## src/design/ppit_pkg.sv

```systemverilog
package ppit_pkg;

    // Item kinds carried on the input tuser.
    localparam int KIND_BITS = 2;
    localparam logic [KIND_BITS-1:0] KIND_CLEAR  = 2'd0;
    localparam logic [KIND_BITS-1:0] KIND_APPEND = 2'd1;
    localparam logic [KIND_BITS-1:0] KIND_QUERY  = 2'd2;

    // Register stages in the edge unit, from edge issue to parity update.
    localparam int EDGE_LATENCY = 3;
    localparam int DRAIN_W      = 2;

    typedef struct packed {
        logic clear;   // restart the crossing parity for a new point
        logic valid;   // an edge is presented this cycle
    } t_edge_ctl;

endpackage

```

## src/design/ppit_cell.sv

```systemverilog
module ppit_cell #(
    parameter int CB = 18
) (
    input  logic                 i_clk,
    input  logic                 i_wr,
    input  logic                 i_shift,
    input  logic signed [CB-1:0] i_wr_x,
    input  logic signed [CB-1:0] i_wr_y,
    input  logic signed [CB-1:0] i_nb_x,
    input  logic signed [CB-1:0] i_nb_y,
    output logic signed [CB-1:0] o_x,
    output logic signed [CB-1:0] o_y
);

    logic signed [CB-1:0] r_x;
    logic signed [CB-1:0] r_y;

    // Load a new vertex, or take the neighbor's vertex while the ring rotates.
    always_ff @(posedge i_clk) begin
        if (i_wr) begin
            r_x <= i_wr_x;
            r_y <= i_wr_y;
        end else if (i_shift) begin
            r_x <= i_nb_x;
            r_y <= i_nb_y;
        end
    end

    assign o_x = r_x;
    assign o_y = r_y;

endmodule

```

## src/design/ppit_edge.sv

```systemverilog
module ppit_edge #(
    parameter int CB = 18
) (
    input  logic                 i_clk,
    input  logic                 i_rst_n,
    input  ppit_pkg::t_edge_ctl  i_ctl,
    input  logic signed [CB-1:0] i_px,
    input  logic signed [CB-1:0] i_py,
    input  logic signed [CB-1:0] i_xi,
    input  logic signed [CB-1:0] i_yi,
    input  logic signed [CB-1:0] i_xj,
    input  logic signed [CB-1:0] i_yj,
    output logic                 o_parity
);

    localparam int DW = CB + 1;
    localparam int PW = 2 * DW;

    logic signed [DW-1:0] w_px;
    logic signed [DW-1:0] w_py;
    logic signed [DW-1:0] w_xi;
    logic signed [DW-1:0] w_yi;
    logic signed [DW-1:0] w_xj;
    logic signed [DW-1:0] w_yj;
    logic                 w_straddle;
    logic                 w_cross;

    logic                 r1_valid;
    logic signed [DW-1:0] r1_a;
    logic signed [DW-1:0] r1_dy;
    logic signed [DW-1:0] r1_b;
    logic signed [DW-1:0] r1_c;

    logic                 r2_valid;
    logic                 r2_dy_neg;
    logic signed [PW-1:0] r2_p1;
    logic signed [PW-1:0] r2_p2;

    logic                 r_parity;

    assign w_px = $signed({i_px[CB-1], i_px});
    assign w_py = $signed({i_py[CB-1], i_py});
    assign w_xi = $signed({i_xi[CB-1], i_xi});
    assign w_yi = $signed({i_yi[CB-1], i_yi});
    assign w_xj = $signed({i_xj[CB-1], i_xj});
    assign w_yj = $signed({i_yj[CB-1], i_yj});

    // Half-open rule: exactly one endpoint strictly above the query row.
    assign w_straddle = (i_yi > i_py) != (i_yj > i_py);

    always_ff @(posedge i_clk) begin
        if (!i_rst_n) begin
            r1_valid <= 1'b0;
            r2_valid <= 1'b0;
        end else begin
            r1_valid <= i_ctl.valid && w_straddle;
            r2_valid <= r1_valid;
        end
    end

    always_ff @(posedge i_clk) begin
        r1_a      <= w_px - w_xi;
        r1_dy     <= w_yj - w_yi;
        r1_b      <= w_py - w_yi;
        r1_c      <= w_xj - w_xi;
        r2_p1     <= r1_a * r1_dy;
        r2_p2     <= r1_b * r1_c;
        r2_dy_neg <= r1_dy[DW-1];
    end

    // Crossing strictly left of the point: (px-xi)*dy vs (py-yi)*(xj-xi), sign of dy.
    assign w_cross = r2_dy_neg ? (r2_p1 < r2_p2) : (r2_p1 > r2_p2);

    always_ff @(posedge i_clk) begin
        if (!i_rst_n) begin
            r_parity <= 1'b0;
        end else if (i_ctl.clear) begin
            r_parity <= 1'b0;
        end else if (r2_valid && w_cross) begin
            r_parity <= ~r_parity;
        end
    end

    assign o_parity = r_parity;

endmodule

```

## src/design/polygon_point_inside_test_unit.sv

```systemverilog
// Even-odd point-in-polygon unit. Vertices sit one per cell in a ring of
// MAX_VERTICES cells; the polygon closes from the last vertex to the first.
// A clear or an append request writes its result straight to the result
// registers. A query rotates the ring one cell per cycle past a single
// pipelined edge unit, which evaluates one edge per cycle, and then waits
// for the edge unit to drain. One request is in work at a time; a second
// result register lets the next request in while a result waits on the
// master side. An append to a full store is dropped and flagged; a query on
// fewer than three vertices answers outside.
module polygon_point_inside_test_unit #(
    parameter int MAX_VERTICES = 64,
    parameter int COORD_BITS   = 18,
    localparam int CNT_W = $clog2(MAX_VERTICES + 1),
    localparam int IN_W  = ((2 * COORD_BITS + 7) / 8) * 8,
    localparam int OUT_W = ((CNT_W + 2 + 7) / 8) * 8
) (
    input  logic                           i_clk,
    input  logic                           i_rst_n,
    input  logic                           s_axis_tvalid,
    output logic                           s_axis_tready,
    input  logic [IN_W-1:0]                s_axis_tdata,  // coord_x, coord_y
    input  logic [ppit_pkg::KIND_BITS-1:0] s_axis_tuser,  // kind
    output logic                           m_axis_tvalid,
    input  logic                           m_axis_tready,
    output logic [OUT_W-1:0]               m_axis_tdata   // inside_res, vertex_count, dropped
);

    localparam int CB = COORD_BITS;
    localparam logic [1:0] ST_IDLE  = 2'd0;
    localparam logic [1:0] ST_RUN   = 2'd1;
    localparam logic [1:0] ST_DRAIN = 2'd2;
    localparam logic [CNT_W-1:0] CNT_MAX = CNT_W'(MAX_VERTICES);
    localparam logic [ppit_pkg::DRAIN_W-1:0] DRAIN_LAST =
        ppit_pkg::DRAIN_W'(ppit_pkg::EDGE_LATENCY - 1);

    logic [1:0]                   r_state;
    logic [CNT_W-1:0]             r_step;
    logic [ppit_pkg::DRAIN_W-1:0] r_drain;
    logic [CNT_W-1:0]             r_count;
    logic [CNT_W-1:0]             n_count;
    logic signed [CB-1:0]         r_px;
    logic signed [CB-1:0]         r_py;
    logic signed [CB-1:0]         r_prev_x;
    logic signed [CB-1:0]         r_prev_y;
    logic signed [CB-1:0]         r_first_x;
    logic signed [CB-1:0]         r_first_y;
    logic                         r_out_valid;
    logic                         r_out_inside;
    logic [CNT_W-1:0]             r_out_count;
    logic                         r_out_dropped;
    logic                         r_hold_valid;
    logic                         r_hold_inside;
    logic [CNT_W-1:0]             r_hold_count;
    logic                         r_hold_dropped;

    logic signed [CB-1:0] w_x [MAX_VERTICES];
    logic signed [CB-1:0] w_y [MAX_VERTICES];
    logic signed [CB-1:0] w_in_x;
    logic signed [CB-1:0] w_in_y;
    logic signed [CB-1:0] w_xj;
    logic signed [CB-1:0] w_yj;
    logic                 w_in_acc;
    logic                 w_append;
    logic                 w_full;
    logic                 w_run;
    logic                 w_shift;
    logic                 w_close;
    logic                 w_done;
    logic                 w_parity;
    logic                 w_push;
    logic                 w_pop;
    logic                 w_push_inside;
    logic [CNT_W-1:0]     w_push_count;
    logic                 w_push_dropped;
    ppit_pkg::t_edge_ctl  w_ctl;

    assign w_in_x = $signed(s_axis_tdata[CB-1:0]);
    assign w_in_y = $signed(s_axis_tdata[2*CB-1:CB]);

    // Take a request only while idle and a result slot is free or being freed.
    assign s_axis_tready = (r_state == ST_IDLE) && (!r_hold_valid || m_axis_tready);
    assign w_in_acc      = s_axis_tvalid && s_axis_tready;
    assign w_full        = (r_count == CNT_MAX);
    assign w_append      = w_in_acc && (s_axis_tuser == ppit_pkg::KIND_APPEND);

    // Rotate the ring by MAX_VERTICES cells so it ends where it started.
    assign w_run   = (r_state == ST_RUN);
    assign w_shift = w_run && (r_step != CNT_MAX);
    assign w_close = (r_step == r_count);
    assign w_done  = (r_state == ST_DRAIN) && (r_drain == DRAIN_LAST);

    genvar k;
    generate
        for (k = 0; k < MAX_VERTICES; k++) begin : g_cell
            localparam int NB = (k + 1) % MAX_VERTICES;
            ppit_cell #(
                .CB(CB)
            ) u_cell (
                .i_clk   (i_clk),
                .i_wr    (w_append && (r_count == CNT_W'(k))),
                .i_shift (w_shift),
                .i_wr_x  (w_in_x),
                .i_wr_y  (w_in_y),
                .i_nb_x  (w_x[NB]),
                .i_nb_y  (w_y[NB]),
                .o_x     (w_x[k]),
                .o_y     (w_y[k])
            );
        end
    endgenerate

    // Head cell holds vertex r_step; the closing edge returns to the saved first vertex.
    assign w_xj = w_close ? r_first_x : w_x[0];
    assign w_yj = w_close ? r_first_y : w_y[0];

    assign w_ctl.clear = w_in_acc && (s_axis_tuser == ppit_pkg::KIND_QUERY);
    assign w_ctl.valid = w_run && (r_step != '0) && (r_step <= r_count);

    ppit_edge #(
        .CB(CB)
    ) u_edge (
        .i_clk    (i_clk),
        .i_rst_n  (i_rst_n),
        .i_ctl    (w_ctl),
        .i_px     (r_px),
        .i_py     (r_py),
        .i_xi     (r_prev_x),
        .i_yi     (r_prev_y),
        .i_xj     (w_xj),
        .i_yj     (w_yj),
        .o_parity (w_parity)
    );

    always_comb begin
        n_count = r_count;
        if (w_in_acc) begin
            unique case (s_axis_tuser)
                ppit_pkg::KIND_CLEAR:  n_count = '0;
                ppit_pkg::KIND_APPEND: n_count = w_full ? r_count : r_count + 1'b1;
                default:               n_count = r_count;
            endcase
        end
    end

    assign w_pop          = r_out_valid && m_axis_tready;
    assign w_push         = (w_in_acc && !w_ctl.clear) || w_done;
    assign w_push_inside  = w_done ? w_parity : 1'b0;
    assign w_push_count   = n_count;
    assign w_push_dropped = w_append && w_full;

    always_ff @(posedge i_clk) begin
        if (!i_rst_n) begin
            r_state      <= ST_IDLE;
            r_step       <= '0;
            r_drain      <= '0;
            r_count      <= '0;
            r_out_valid  <= 1'b0;
            r_hold_valid <= 1'b0;
        end else begin
            r_count <= n_count;
            unique case (r_state)
                ST_IDLE: begin
                    if (w_ctl.clear) begin
                        r_state <= ST_RUN;
                        r_step  <= '0;
                    end
                end
                ST_RUN: begin
                    if (r_step == CNT_MAX) begin
                        r_state <= ST_DRAIN;
                        r_drain <= '0;
                    end else begin
                        r_step <= r_step + 1'b1;
                    end
                end
                ST_DRAIN: begin
                    if (w_done) begin
                        r_state <= ST_IDLE;
                    end else begin
                        r_drain <= r_drain + 1'b1;
                    end
                end
                default: r_state <= ST_IDLE;
            endcase

            // Advance the held result to the output; park a new one behind a waiting result.
            if (!r_out_valid || w_pop) begin
                r_out_valid  <= r_hold_valid || w_push;
                r_hold_valid <= r_hold_valid && w_push;
            end else if (w_push) begin
                r_hold_valid <= 1'b1;
            end
        end
    end

    always_ff @(posedge i_clk) begin
        if (w_ctl.clear) begin
            r_px <= w_in_x;
            r_py <= w_in_y;
        end
        if (w_run) begin
            r_prev_x <= w_x[0];
            r_prev_y <= w_y[0];
        end
        if (w_run && (r_step == '0)) begin
            r_first_x <= w_x[0];
            r_first_y <= w_y[0];
        end
        if (!r_out_valid || w_pop) begin
            if (r_hold_valid) begin
                r_out_inside  <= r_hold_inside;
                r_out_count   <= r_hold_count;
                r_out_dropped <= r_hold_dropped;
            end else if (w_push) begin
                r_out_inside  <= w_push_inside;
                r_out_count   <= w_push_count;
                r_out_dropped <= w_push_dropped;
            end
        end
        if (w_push) begin
            r_hold_inside  <= w_push_inside;
            r_hold_count   <= w_push_count;
            r_hold_dropped <= w_push_dropped;
        end
    end

    assign m_axis_tvalid = r_out_valid;
    assign m_axis_tdata  = OUT_W'({r_out_dropped, r_out_count, r_out_inside});

`ifndef SYNTHESIS
    a_count_range: assert property (@(posedge i_clk) disable iff (!i_rst_n)
        r_count <= CNT_MAX)
        else $error("stored vertex count beyond capacity");

    a_query_starts: assert property (@(posedge i_clk) disable iff (!i_rst_n)
        w_ctl.clear |=> (r_state == ST_RUN) && (r_step == '0))
        else $error("query request did not start a ring rotation");

    a_drop_full: assert property (@(posedge i_clk) disable iff (!i_rst_n)
        (r_out_valid && r_out_dropped) |-> (r_out_count == CNT_MAX))
        else $error("drop flagged while store has room");

    a_result_source: assert property (@(posedge i_clk) disable iff (!i_rst_n)
        $rose(r_out_valid) |-> ($past(r_state) == ST_IDLE || $past(r_state) == ST_DRAIN))
        else $error("result loaded in the middle of a rotation");
`endif

endmodule

```

## config.mk

```make
export PLATFORM = sky130hd
export DESIGN_NAME = polygon_point_inside_test_unit
export DESIGN_NICKNAME = d
export VERILOG_FILES = /design/src/design/ppit_pkg.sv /design/src/design/ppit_cell.sv /design/src/design/ppit_edge.sv /design/src/design/polygon_point_inside_test_unit.sv
export SDC_FILE = /design/constraint.sdc
export NUM_CORES = 2
export LEC_CHECK = 0
export BUFFER_PORTS_ARGS = -buffer_cell sky130_fd_sc_hd__buf_4
export CAP_MARGIN = 20
export CORE_ASPECT_RATIO = 0.8
export CORE_UTILIZATION = 47
export DETAILED_ROUTE_END_ITERATION = 6
export SLEW_MARGIN = 40
export SYNTH_ARGS = -nofsm -noshare
export SYNTH_HDL_FRONTEND = slang
export SYNTH_HIERARCHICAL = 1
export SYNTH_SLANG_ARGS = --single-unit
```

## constraint.sdc

```tcl
create_clock -name i_clk -period 12.4 [get_ports i_clk]
set_input_delay 0.62 -clock i_clk [delete_from_list [all_inputs] [get_ports i_clk]]
set_output_delay 0.62 -clock i_clk [all_outputs]
set_load 0.05 [all_outputs]
```

# After elaboration in Yosys (flattened, before gate mapping)
# Index checks and enable logic that the tools add are counted.
[word_totals]
ff_bits = 2606
in_bits = 46
output_inout_bits = 18
elab_cells = 695
[op_classes]
add_sub_neg = 7
n_mul = 2
order_cmp = 5
n_eq_ne = 78
muxes = 281
bitwise_logic = 2
n_reduce_logical = 164
[ops]
columns = ["op", "n"]
rows = [
  ["$mux 18", 258],
  ["$eq 7x6->1 const B", 32],
  ["$reduce_bool 2->1", 68],
  ["$eq 7x5->1 const B", 16],
  ["$logic_and 1x1->1", 79],
  ["$mul 19x19->38", 2],
  ["$sub 18x18->19", 4],
  ["$eq 7x4->1 const B", 8],
  ["$mux 7", 6],
  ["$gt 38x38->1", 1],
  ["$lt 38x38->1", 1],
  ["$gt 18x18->1", 2],
  ["$eq 7x3->1 const B", 4],
  ["$pmux 7 s2", 2],
  ["$add 7x1->7 const B", 2],
  ["$eq 7x2->1 const B", 2],
  ["$eq 7x7->1 const B", 2],
  ["$logic_not 7->1", 2],
  ["$mux 2", 5],
  ["$reduce_and 3->1", 3],
  ["$mux 1", 8],
  ["$ne 2x2->1 const B", 4],
  ["$eq 7x1->1 const B", 1],
  ["$eq 7x7->1", 1],
  ["other kinds (16)", 26],
]

# Depth between registers and ports, before layout
[depth]
depth_word = 10
mapped_depth = 26
mapped_depth_nobuf = 25

# Cells and area by module
# Netlist, hierarchy kept.
[by_module_without_submodules]
columns = ["mod", "n_inst", "cells_per_inst", "area_each_um2", "seq_area_each_um2"]
rows = [
  ["ppit_cell", 64, 77, 1672.9, 1081.0],
  ["ppit_edge", 1, 3681, 34579.4, 3123.0],
  ["polygon_point_inside_test_unit", 1, 475, 6311.1, 4184.0],
]

# Worst setup path after synthesis
# No wires, ideal clock.
[synth_path]
path_kind = "reg2reg"
startpoint = "register u_edge.r1_a[18]"
endpoint = "register u_edge.r2_p1[34]"
setup_time_ns = 0.072
arrival_time_ns = 6.469
required_ns = 12.328
slack_ns = 5.859
path_stages_with_launch = 24
n_path_buf = 2
synth_period_minus_slack_ns = 6.541
path_cell_list = "dfxtp_1 -> clkbuf_1 -> clkbuf_1 -> nand2_1 -> fa_1 -> inv_1 -> fa_1 -> inv_1 -> fa_1 -> inv_1 -> fa_1 -> fa_1 -> fa_1 -> ha_1 -> ha_1 -> a211oi_1 -> nand2_1 -> or3_1 -> a211oi_1 -> nor2_1 -> a31oi_2 -> o21ai_1 -> a211oi_1 -> xnor2_1"
[synth_between]
elab_chain_len = 1
[synth_lines]
columns = ["item", "line", "source"]
rows = [
  ["start: declaration", "ppit_edge.sv:29", "logic signed [DW-1:0] r1_a;"],
  ["start signal: assignment", "ppit_edge.sv:62", "r1_a <= w_px - w_xi;"],
  ["$mul 19x19->38", "ppit_edge.sv:66", "r2_p1 <= r1_a * r1_dy;"],
  ["end signal: assignment", "ppit_edge.sv:66", ""],
  ["end: declaration", "ppit_edge.sv:36", "logic signed [PW-1:0] r2_p1;"],
]
# No other way between the ends.
# A chain may end at the register's enable or synchronous reset.

# Final worst setup path
[layout_path]
startpoint = "register u_edge.r1_b[18]"
endpoint = "register u_edge.r2_p2[37]"
[layout_between]
elab_chain_len = 1
[layout_lines]
columns = ["item", "line", "source"]
rows = [
  ["start: declaration", "ppit_edge.sv:31", "logic signed [DW-1:0] r1_b;"],
  ["start signal: assignment", "ppit_edge.sv:64", "r1_b <= w_py - w_yi;"],
  ["$mul 19x19->38", "ppit_edge.sv:67", "r2_p2 <= r1_b * r1_c;"],
  ["end signal: assignment", "ppit_edge.sv:67", ""],
  ["end: declaration", "ppit_edge.sv:37", "logic signed [PW-1:0] r2_p2;"],
]
# No other way between the ends.

==> out/results.tsv <==
metric	value	unit
skew	75.7	ps
synthMuxAreaShare	22.6	%
worstPathArrival	8370	ps
drv_slew	0	
drt-total-wl	343	mm
period_needed	7620	ps
die_h	504	um
hold_viol_final	0	
outcome	complete, no violations	
rsz0062_at_grt	false	
grt_pass1_vias	78300	
final_util	51.1	%
drtIter0Drc	5717	
drive_gt1_share	33.1	%
dp_hpwl	220	mm
fin_nets	10400	
core_area	312000	um^2
final_common_cell	edfxtp_1	
yosys.area_share.simple	4.26	%
slew_headroom	41.1	%
rrSetupSlack	4780	ps
drc_errors	0	
synth_xor_area_share	0.823	%
portBuffers	52	
netlist_instances	9084	
grt_overflow	0	
cts.path.max_buffers	4	
vias	74600	
worstSetupStartpoint	u_edge/r1_b[18]	
place_congestion	0.869	
ys_types	85	
synth_top_family_by_area	multiplexers	
worstSkewPairLatency	860	ps
clkTransAtPathRegs	70	ps
worstHoldStart	s_axis_tdata[8]	
tightestPinTransition	883	ps
synth-main-ff-cell	edfxtp_1	
hold_path_class	in -> reg	
hold_buffers	3	
cts-resized-gates	0	
path_cells	nand2_1 -> fa_1 -> inv_1 -> fa_1 -> inv_1 -> fa_1 -> inv_1 -> fa_1 -> fa_1 -> fa_1 -> ha_1 -> ha_1 -> nand3_1 -> nor3_1 -> and2_1 -> o2111ai_1 -> a41oi_1 -> a21oi_1 -> o21ai_0 -> a21oi_1 -> xnor2_1	
die-area	317000	um^2
async_flop_share	0	%
antenna_left	0	
synth-edff-count	2430	
seq_area_frac_synth	51.7	%
r2r_cells	21	
areaGrowthSynthToFinish	7.72	%
root_buffer	clkbuf_16	
cpPeakStageDelay	770	ps
r2r-start	u_edge/r1_b[18]	
design_area	159000	um^2
firstDrtPassIters	5	
end_kind	register	
synth-adder-area-share	13.2	%
floorplan.rows	183	
crit_type	reg -> reg	
setup_tns	0	ps
whs_path_depth	2	
grt_first_pass_wirelength	522	mm
path_max_fanout	19	
start_util	47.4	%
cts_tree	yes	
max_cap_violations	0	
cts_sinks	2606	
avgSynthCellArea	16.3	um^2
cpMostUsedCell	fa_1	
final_cell_mix	2430 x edfxtp_1, 1856 x mux2_4, 844 x inv_1	
crit_slowest_cell	fa_1	
grt_usage	21.6	%
syn_area	148000	um^2
antenna_found_initial	19	
cts_setup_buffers	0	
place_area	150000	um^2
hold_slack	114	ps
timing.fmax	0.131	GHz
wire_per_inst	25.2	um
synth_compound_area_share	1.85	%
synth_seq_cells	2606	
grt_max_degree	66	
finalCritPeriodShare	61.4	%
min_delay_worst_endpoint	g_cell[56].u_cell/o_x[8]	
fp.dieW	629	um
crit_required	13150	ps
io_pins	64	
cts_max_level	5	
ys_warn_count	6	
finalSetupViolCount	0	
crit_path_start_kind	register	
r2r-end	u_edge/r2_p2[37]	
cts_made_buffers	280	
avgViaCountPerCell	5.48	
flip-flops by register name, summed over array words and instances (netlist names), 19 cells and up:
register / count
g_cell.u_cell/o_y: 1152
g_cell.u_cell/o_x: 1152
u_edge/r1_dy: 19
u_edge/r1_b: 19
u_edge/r1_c: 19
u_edge/r2_p1: 38
u_edge/r2_p2: 38
u_edge/r1_a: 19
worst max-delay path, delay by kind of cell (launching register included):
kind,cells,cell delay [ps]
compound gates,5,1660
xor+xnor,1,130
fa+ha+maj,8,3960
buf+inv,3,290
flops,1,610
simple gates,4,860
per-stage QoR:
stage	instances	setup slack [ps]
global route	13600	4410
finish	13600	4780
floorplan	9090	5860
detailed placement	13100	4590
CTS	13600	4580
global placement	13100	4720
cell usage after synthesis (6+ instances only):
cell	number	area, um^2
a211oi_1	15	113
a21o_1	55	413
a21oi_1	117	586
a31oi_1	10	62.6
and2_1	391	2450
and3_1	8	50.1
buf_1	7	26.3
buf_12	192	3840
buf_4	9	67.6
buf_6	67	754
clkbuf_1	117	439
dfxtp_1	176	3520
edfxtp_1	2430	73000
fa_1	742	14900
ha_1	369	4620
inv_1	845	3170
mux2_2	489	5510
mux2_4	1856	27900
nand2_1	384	1440
nand2b_1	36	225
nand3_1	36	180
nand4_1	24	150
nor2_1	188	706
nor2b_1	29	181
nor3_1	25	125
nor4_1	6	37.5
o211ai_1	12	90.1
o21a_1	32	240
o21ai_0	70	350
o21bai_1	10	75.1
o31a_1	6	52.6
o31ai_1	12	90.1
or2_1	65	407
or3_1	7	43.8
or3_4	7	78.8
xnor2_1	113	990
xor2_1	26	228
how the worst max path moves through the flow:
stage	cells past startpoint	endpoint
after floorplan	23	u_edge/r2_p1[34]
after global placement	21	u_edge/r2_p2[37]
after detailed placement	21	u_edge/r2_p2[37]
after CTS	21	u_edge/r2_p2[37]
after global routing	21	u_edge/r2_p2[37]
final	21	u_edge/r2_p2[37]
cell families after synthesis:
| group | after synthesis |
|---|---|
| DFF | 2606 |
| muxes | 2350 |
| and+or+nand+nor | 1232 |
| xor gates and xnor gates | 139 |
| adders and majority gates | 1111 |
| other | 1 |
| buffers and inverters | 1239 |
| AOI/OAI and AO/OA | 406 |
layer usage:
| layer | global-route usage (%) | wire length [um] |
|---|---|---|
| met1 | 33.8 | 169000 |
| met2 | 31.5 | 147000 |
| met3 | 3.43 | 20700 |
| met4 | 4.34 | 6600 |
| met5 | 0 | 0 |
final cells by class:
class / count / area (um^2)
inverters: 847 / 3180
multi-input cells: 5245 / 63700
well taps: 4162 / 5210
fillers: 25500 / 152000
clock buffers: 352 / 7490
repair buffers: 237 / 1870
flip-flops and latches: 2606 / 76600
clock inverters: 141 / 1360
diodes: 8 / 20.0
Power is left out: the tool's default activity adds up to more than one toggle a clock period on the data nets, which glitch-free logic cannot reach.
